### config.mk
export PLATFORM = sky130hd
export DESIGN_NAME = bridge_sensor_frame_decode_tare_core
export DESIGN_NICKNAME = d
export VERILOG_FILES = /design/src/bsfdt_pkg.sv /design/src/bridge_sensor_frame_decode_tare_core.sv /design/src/bsfdt_front.sv /design/src/bsfdt_queue.sv /design/src/bsfdt_back.sv
export SDC_FILE = /design/constraint.sdc
export NUM_CORES = 2
export LEC_CHECK = 0
export BUFFER_PORTS_ARGS = -buffer_cell sky130_fd_sc_hd__buf_2
export CORE_ASPECT_RATIO = 0.5
export CORE_MARGIN = 2
export CORE_UTILIZATION = 30
export DETAILED_ROUTE_END_ITERATION = 10
export PLACE_DENSITY = 0.46
export SLEW_MARGIN = 10
export SYNTH_ARGS = -nofsm -noshare
export SYNTH_HDL_FRONTEND = slang
export SYNTH_SLANG_ARGS = --single-unit
export TNS_END_PERCENT = 5
### constraint.sdc
create_clock -name clk -period 10.31 [get_ports clk]
set_input_delay 1.5465 -clock clk [delete_from_list [all_inputs] [get_ports clk]]
set_output_delay 1.5465 -clock clk [all_outputs]
set_load 0.03 [all_outputs]
### src/bsfdt_pkg.sv
// Shared types and constants for the load-cell bridge frame handler.
package bsfdt_pkg;

	localparam int CHANNELS = 4;
	localparam int CH_IDX_W = (CHANNELS > 1) ? $clog2(CHANNELS) : 1;
	localparam int Q_DEPTH  = 2;
	localparam int Q_PTR_W  = (Q_DEPTH > 1) ? $clog2(Q_DEPTH) : 1;
	localparam int Q_CNT_W  = $clog2(Q_DEPTH + 1);

	localparam logic [1:0]  FUNC_READ   = 2'd0;
	localparam logic [1:0]  FUNC_BUSERR = 2'd1;
	localparam logic [1:0]  FUNC_TARE   = 2'd2;
	localparam logic [1:0]  FUNC_UNUSED = 2'd3;

	localparam logic [1:0]  ST_GOOD  = 2'd0;
	localparam logic [1:0]  ST_BAD1  = 2'd1;
	localparam logic [1:0]  ST_STALE = 2'd2;
	localparam logic [1:0]  ST_BAD3  = 2'd3;

	localparam logic [13:0] ZERO_RESET = 14'd950;
	// x * 5000 / 14000 == (x * 374495) >> 20 for all 14-bit x
	localparam logic [32:0] W_RECIP    = 33'd374495;
	localparam int          W_SHIFT    = 20;
	// x * 2000 / 2048 == (x * 125) >> 7
	localparam logic [17:0] T_MUL      = 18'd125;
	localparam int          T_SHIFT    = 7;
	localparam logic signed [11:0] T_OFFSET = 12'sd500;
	localparam logic [12:0] W_MAX      = 13'd5851;

	typedef enum logic [2:0] {
		OP_GOOD   = 3'd0,
		OP_STALE  = 3'd1,
		OP_BAD    = 3'd2,
		OP_BUSERR = 3'd3,
		OP_TARE   = 3'd4,
		OP_NONE   = 3'd5,
		OP_IGNORE = 3'd6
	} op_t;

	typedef struct packed {
		logic [1:0]  func;
		logic [1:0]  channel;
		logic [31:0] frame;
	} req_t;

	typedef struct packed {
		logic [1:0]         out_channel;
		logic               sample_valid;
		logic [12:0]        weight_centi_kg;
		logic signed [11:0] temp_deci_c;
		logic [31:0]        good_count;
		logic [31:0]        stale_count;
		logic [31:0]        bad_status_count;
		logic [31:0]        bus_error_count;
	} rsp_t;

	typedef struct packed {
		op_t         op;
		logic [1:0]  channel;
		logic [13:0] raw_w;
		logic [10:0] raw_t;
	} item_t;

endpackage

### src/bridge_sensor_frame_decode_tare_core.sv
// Top level of the four-channel load-cell bridge frame handler.
//
// Request channel (req_valid/req_ready/req): one transaction per bus event
// on a channel: a completed frame read, a failed read, or a tare request.
// Response channel (rsp_valid/rsp_ready/rsp): exactly one transaction per
// request, in order, carrying the channel's counters and, for a good
// sample, the tared weight and the temperature.
// A request is written into the queue at the accepting edge, then passes
// the state update stage and the scaling/output register before its
// response is valid.
// Throughput: one transaction per cycle while the receiver accepts
// responses, set by the per-channel state update in the back end.
// Reset: all counters and tare arms clear, every zero level returns to 950;
// the user must send no request while reset is asserted (not enforced).
// A stalled receiver holds the response; the two-entry queue and the
// pipeline absorb up to four transactions before req_ready falls.
module bridge_sensor_frame_decode_tare_core
	import bsfdt_pkg::*;
(
	input  logic clk,
	input  logic arst_n,
	input  logic req_valid,
	output logic req_ready,
	input  req_t req,
	output logic rsp_valid,
	input  logic rsp_ready,
	output rsp_t rsp
);

	item_t front_item;
	item_t head;
	logic  q_full, q_not_empty, pop;

	assign req_ready = !q_full;

	bsfdt_front u_front (
		.req  (req),
		.item (front_item)
	);

	bsfdt_queue u_queue (
		.clk       (clk),
		.arst_n    (arst_n),
		.push      (req_valid && !q_full),
		.push_item (front_item),
		.full      (q_full),
		.pop       (pop),
		.not_empty (q_not_empty),
		.head      (head)
	);

	bsfdt_back u_back (
		.clk        (clk),
		.arst_n     (arst_n),
		.head_valid (q_not_empty),
		.head       (head),
		.pop        (pop),
		.rsp_valid  (rsp_valid),
		.rsp_ready  (rsp_ready),
		.rsp        (rsp)
	);

endmodule

### src/bsfdt_front.sv
// Front end: classifies an incoming transaction into a queue entry.
module bsfdt_front
	import bsfdt_pkg::*;
(
	input  req_t  req,
	output item_t item
);

	always_comb begin
		item.channel = req.channel;
		item.raw_w   = req.frame[29:16];
		item.raw_t   = req.frame[15:5];
		item.op      = OP_NONE;
		if (32'(req.channel) >= CHANNELS) begin
			item.op = OP_IGNORE;
		end else begin
			unique case (req.func)
				FUNC_READ: begin
					unique case (req.frame[31:30])
						ST_GOOD:  item.op = OP_GOOD;
						ST_STALE: item.op = OP_STALE;
						ST_BAD1:  item.op = OP_BAD;
						ST_BAD3:  item.op = OP_BAD;
					endcase
				end
				FUNC_BUSERR: item.op = OP_BUSERR;
				FUNC_TARE:   item.op = OP_TARE;
				FUNC_UNUSED: item.op = OP_NONE;
			endcase
		end
	end

endmodule

### src/bsfdt_queue.sv
// Short queue between the front end and the state/result back end.
module bsfdt_queue
	import bsfdt_pkg::*;
(
	input  logic  clk,
	input  logic  arst_n,
	input  logic  push,
	input  item_t push_item,
	output logic  full,
	input  logic  pop,
	output logic  not_empty,
	output item_t head
);

	item_t              mem_q [Q_DEPTH];
	logic [Q_PTR_W-1:0] wr_ptr_q;
	logic [Q_PTR_W-1:0] rd_ptr_q;
	logic [Q_CNT_W-1:0] count_q;

	assign full      = (count_q == Q_CNT_W'(Q_DEPTH));
	assign not_empty = (count_q != '0);
	assign head      = mem_q[rd_ptr_q];

	always_ff @(posedge clk) begin
		if (push) begin
			mem_q[wr_ptr_q] <= push_item;
		end
	end

	always_ff @(posedge clk or negedge arst_n) begin
		if (!arst_n) begin
			wr_ptr_q <= '0;
			rd_ptr_q <= '0;
			count_q  <= '0;
		end else begin
			if (push) begin
				wr_ptr_q <= (wr_ptr_q == Q_PTR_W'(Q_DEPTH - 1)) ? '0 : wr_ptr_q + 1'b1;
			end
			if (pop) begin
				rd_ptr_q <= (rd_ptr_q == Q_PTR_W'(Q_DEPTH - 1)) ? '0 : rd_ptr_q + 1'b1;
			end
			unique case ({push, pop})
				2'b10:   count_q <= count_q + 1'b1;
				2'b01:   count_q <= count_q - 1'b1;
				default: count_q <= count_q;
			endcase
		end
	end

	a_count_bound: assert property (@(posedge clk) disable iff (!arst_n)
		count_q <= Q_CNT_W'(Q_DEPTH))
		else $error("queue count beyond depth");

	a_no_underflow: assert property (@(posedge clk) disable iff (!arst_n)
		pop |-> count_q != '0)
		else $error("queue popped while empty");

endmodule

### src/bsfdt_back.sv
// Back end: per-channel state update, then weight/temperature scaling into the output register.
module bsfdt_back
	import bsfdt_pkg::*;
(
	input  logic  clk,
	input  logic  arst_n,
	input  logic  head_valid,
	input  item_t head,
	output logic  pop,
	output logic  rsp_valid,
	input  logic  rsp_ready,
	output rsp_t  rsp
);

	logic [13:0] zero_q  [CHANNELS];
	logic        armed_q [CHANNELS];
	logic [31:0] good_q  [CHANNELS];
	logic [31:0] stale_q [CHANNELS];
	logic [31:0] bad_q   [CHANNELS];
	logic [31:0] err_q   [CHANNELS];

	logic [CH_IDX_W-1:0] idx;
	logic                s1_ready, s2_ready;
	logic                is_good, is_ignore;
	logic [31:0]         good_nx, stale_nx, bad_nx, err_nx;
	logic [13:0]         zero_eff;

	logic                v_s1;
	logic [1:0]          ch_s1;
	logic                sv_s1;
	logic [13:0]         diff_s1;
	logic [10:0]         raw_t_s1;
	logic [31:0]         good_s1, stale_s1, bad_s1, err_s1;

	logic                v_s2;
	rsp_t                rsp_s2;

	logic [32:0]         wprod;
	logic [17:0]         tprod;

	assign idx       = CH_IDX_W'(head.channel);
	assign s2_ready  = !v_s2 || rsp_ready;
	assign s1_ready  = !v_s1 || s2_ready;
	assign pop       = head_valid && s1_ready;
	assign is_good   = (head.op == OP_GOOD);
	assign is_ignore = (head.op == OP_IGNORE);

	always_comb begin
		good_nx  = good_q[idx]  + 32'((head.op == OP_GOOD));
		stale_nx = stale_q[idx] + 32'((head.op == OP_STALE));
		bad_nx   = bad_q[idx]   + 32'((head.op == OP_BAD));
		err_nx   = err_q[idx]   + 32'((head.op == OP_BUSERR));
		zero_eff = armed_q[idx] ? head.raw_w : zero_q[idx];
	end

	always_ff @(posedge clk or negedge arst_n) begin
		if (!arst_n) begin
			for (int k = 0; k < CHANNELS; k++) begin
				zero_q[k]  <= ZERO_RESET;
				armed_q[k] <= 1'b0;
				good_q[k]  <= '0;
				stale_q[k] <= '0;
				bad_q[k]   <= '0;
				err_q[k]   <= '0;
			end
		end else if (pop && !is_ignore) begin
			good_q[idx]  <= good_nx;
			stale_q[idx] <= stale_nx;
			bad_q[idx]   <= bad_nx;
			err_q[idx]   <= err_nx;
			if (is_good) begin
				zero_q[idx]  <= zero_eff;
				armed_q[idx] <= 1'b0;
			end else if (head.op == OP_TARE) begin
				armed_q[idx] <= 1'b1;
			end
		end
	end

	always_ff @(posedge clk or negedge arst_n) begin
		if (!arst_n) begin
			v_s1 <= 1'b0;
			v_s2 <= 1'b0;
		end else begin
			if (s1_ready) begin
				v_s1 <= head_valid;
			end
			if (s2_ready) begin
				v_s2 <= v_s1;
			end
		end
	end

	always_ff @(posedge clk) begin
		if (pop) begin
			ch_s1    <= head.channel;
			sv_s1    <= is_good;
			diff_s1  <= (is_good && head.raw_w >= zero_eff) ? head.raw_w - zero_eff : '0;
			raw_t_s1 <= head.raw_t;
			good_s1  <= is_ignore ? '0 : good_nx;
			stale_s1 <= is_ignore ? '0 : stale_nx;
			bad_s1   <= is_ignore ? '0 : bad_nx;
			err_s1   <= is_ignore ? '0 : err_nx;
		end
	end

	assign wprod = 33'(diff_s1) * W_RECIP;
	assign tprod = 18'(raw_t_s1) * T_MUL;

	always_ff @(posedge clk) begin
		if (v_s1 && s2_ready) begin
			rsp_s2.out_channel      <= ch_s1;
			rsp_s2.sample_valid     <= sv_s1;
			rsp_s2.weight_centi_kg  <= wprod[W_SHIFT+12:W_SHIFT];
			rsp_s2.temp_deci_c      <= sv_s1 ?
				$signed({1'b0, tprod[T_SHIFT+10:T_SHIFT]}) - T_OFFSET : '0;
			rsp_s2.good_count       <= good_s1;
			rsp_s2.stale_count      <= stale_s1;
			rsp_s2.bad_status_count <= bad_s1;
			rsp_s2.bus_error_count  <= err_s1;
		end
	end

	assign rsp_valid = v_s2;
	assign rsp       = rsp_s2;

	a_weight_range: assert property (@(posedge clk) disable iff (!arst_n)
		rsp_valid |-> rsp.weight_centi_kg <= W_MAX)
		else $error("weight beyond scale");

	a_no_sample_zero: assert property (@(posedge clk) disable iff (!arst_n)
		rsp_valid && !rsp.sample_valid |-> rsp.weight_centi_kg == '0 && rsp.temp_deci_c == '0)
		else $error("non-sample result carries values");

	a_good_step: assert property (@(posedge clk) disable iff (!arst_n)
		pop && is_good |=> good_q[$past(idx)] == $past(good_nx))
		else $error("good counter not advanced");

endmodule
==> impl_metrics.json <==
{
  "rows": 102,
  "cts_tree": "yes",
  "holdBufCountCts": 0,
  "ys_types": 82,
  "synth_edf_count": 372,
  "die_area_um2": 160000,
  "min_path_type": "flop to flop",
  "rsz0062_at_grt": "false",
  "finalClockSkew_ns": 0.0297,
  "pin_count": 198,
  "root_buffer": "clkbuf_16",
  "tightest_slew_ns": 1.18,
  "grt_max_degree": 222,
  "drc": 0,
  "path_max_fanout": 4,
  "track_usage": 0.146,
  "slew_headroom": 0.208,
  "drt_iter0_markers": 1907,
  "diodes": 0,
  "path_class": "flop to flop",
  "routed_wirelength_mm": 116,
  "async_flop_share": 0.608,
  "clk_pin_slew_ns": 0.06,
  "syn_area_per_cell_um2": 10.7,
  "yosysMostFrequentCell": "nand2_1",
  "setup_viol": 0,
  "post_cts_resize_count": 0,
  "max_freq_mhz": 153,
  "synth_flop_cell": "dfrtp_1",
  "synthToLayoutAreaGrowth_pct": 13.7,
  "cts_sinks": 950,
  "fin_crit_sh": 0.633,
  "slew_viol_final": 0,
  "gp_congestion": 0.805,
  "min_period_ns": 6.52,
  "htree_levels": 3,
  "viasPerCell": 4.68,
  "fin_area_um2": 53300,
  "start_util": 0.303,
  "antenna_found_initial": 5,
  "ys.warnings.count": 0,
  "crit_required_ns": 10.88,
  "post_cts_buffers": 0,
  "layout-drive-gt1-share": 0.112,
  "maxCapViolCount": 0,
  "vias": 31065,
  "antenna_left": 0,
  "clk_path_buf_depth": 3,
  "grt_pass1_wl_mm": 185,
  "finalSetupTns_ns": 0,
  "port_buffers": 192,
  "nets": 4816,
  "syn_area_um2": 46900,
  "status": "finished, final reports clean",
  "die_x_um": 563,
  "core_um2": 155000,
  "ys_top_cells_by_count": "nand2_1, dfrtp_1, o21ai_0",
  "syn-num-nets": 4707,
  "critPathCaptureType": "flop",
  "yosys.area.top_type": "dfrtp_1",
  "cp.arrival_ns": 7.09,
  "synth_top_area_frac": 0.294,
  "ys_top_cells_by_area": "dfrtp_1, edfxtp_1, nand2_1",
  "hold_viol": 0,
  "critPathLaunchType": "flop",
  "die_h_um": 283,
  "grt_pass1_vias": 31776,
  "clk_latency_ns": 0.72,
  "dpl.hpwl_mm": 72.0,
  "cts_buffers": 95,
  "place_area_um2": 50000,
  "routedWlPerCell_um": 17.5,
  "synthCells": 4365,
  "grt-ovfl-total": 0,
  "first_pass_iters": 7,
  "ys_ff_latch": 950,
  "yosysSeqAreaShare": 0.548
}
per-layer routing:
layer	GRT usage	routed length, um	up-vias	share of wire
li1	-	-	15075	-
met4	0.0329	2120	4	0.018
met3	0.0255	4170	143	0.036
met5	0	18	-	0.00015
met2	0.242	54800	417	0.47
met1	0.200	55000	15426	0.47
metrics by stage:
stage                util  worst slack (ns)  hold slack [ns]  cells
detailed placement  0.323              3.76            0.405   6457
global placement    0.323              3.82            0.405   6457
CTS                 0.344              3.75            0.407   6637
global route        0.344              3.41            0.424   6637
floorplan               -              2.61            0.400   4365
finish              0.344              3.79            0.404   6637
cells by family after synthesis:
kind of cell,after synthesis,synth area share
AO/OA/AOI/OAI,732,0.0841
XOR/XNOR,166,0.0312
adder cells (fa/ha/maj),302,0.102
buffers and inverters,430,0.0385
flip-flops,950,0.548
multiplexers,250,0.0557
AND/OR/NAND/NOR,1535,0.141
area by class of cell:
class / count / area [um2]
clock buffer: 112 / 2560
clock inverter: 68 / 763
fill: 15596 / 102000
inverter: 212 / 811
multi-input combinational: 2985 / 19500
sequential: 950 / 25700
tap: 2080 / 2600
timing repair buffer: 230 / 1380
state kept, by name (all words and copies together), names as in the netlist, 56 cells and up, named ones only:
register        flops
u_back.bad_q      128
u_back.err_q      128
u_back.good_q     128
u_back.rsp        156
u_back.stale_q    128
u_back.zero_q      56
u_queue.mem_q      60
worst max-delay path, stage by stage, from the launching register on:
cell      delay [ns]
edfxtp_1        0.48
fa_1            0.57
fa_1            0.52
inv_1           0.05
fa_1            0.51
inv_1           0.07
fa_1            0.48
fa_1            0.52
inv_1           0.05
fa_1            0.49
inv_1           0.04
ha_1            0.30
a211oi_1        0.26
o21ai_0         0.12
a211oi_1        0.30
o41a_1          0.33
o21ai_0         0.23
a31oi_1         0.28
a21oi_1         0.19
or4_1           0.50
nand3_1         0.09
layout by cell type, fill, tap and decap left out, types with 80 or more instances in the layout:
cell	netlist	layout
nand2_1	921	921
dfrtp_1	550	549
o21ai_0	509	508
edfxtp_1	372	372
nor2_1	292	288
inv_1	209	209
mux2i_1	210	209
buf_2	20	191
ha_1	169	169
fa_1	133	133
clkbuf_16	0	99
xnor2_1	92	92
a21oi_1	81	80
final timing paths:
path | slack, ns | from | cells past startpoint | end
max | 3.79 | u_back.diff_s1[11]$_SDFFCE_PN0P_ | 20 | u_back.rsp[152]$_DFFE_PP_
min | 0.40 | u_back.err_s1[6]$_SDFFCE_PP0P_ | 0 | u_back.rsp[6]$_DFFE_PP_
max reg2reg | 3.79 | u_back.diff_s1[11]$_SDFFCE_PN0P_ | 20 | u_back.rsp[152]$_DFFE_PP_
min reg2reg | 0.40 | u_back.err_s1[6]$_SDFFCE_PP0P_ | 0 | u_back.rsp[6]$_DFFE_PP_
max in group asynchronous | 6.97 | arst_n | 3 | u_back.good_q[75]$_DFFE_PN0P_
min in group asynchronous | 0.97 | arst_n | 1 | u_back.stale_q[94]$_DFFE_PN0P_
Power is left out: the tool's default activity adds up to more than one toggle a clock period on the data nets, which glitch-free logic cannot reach.
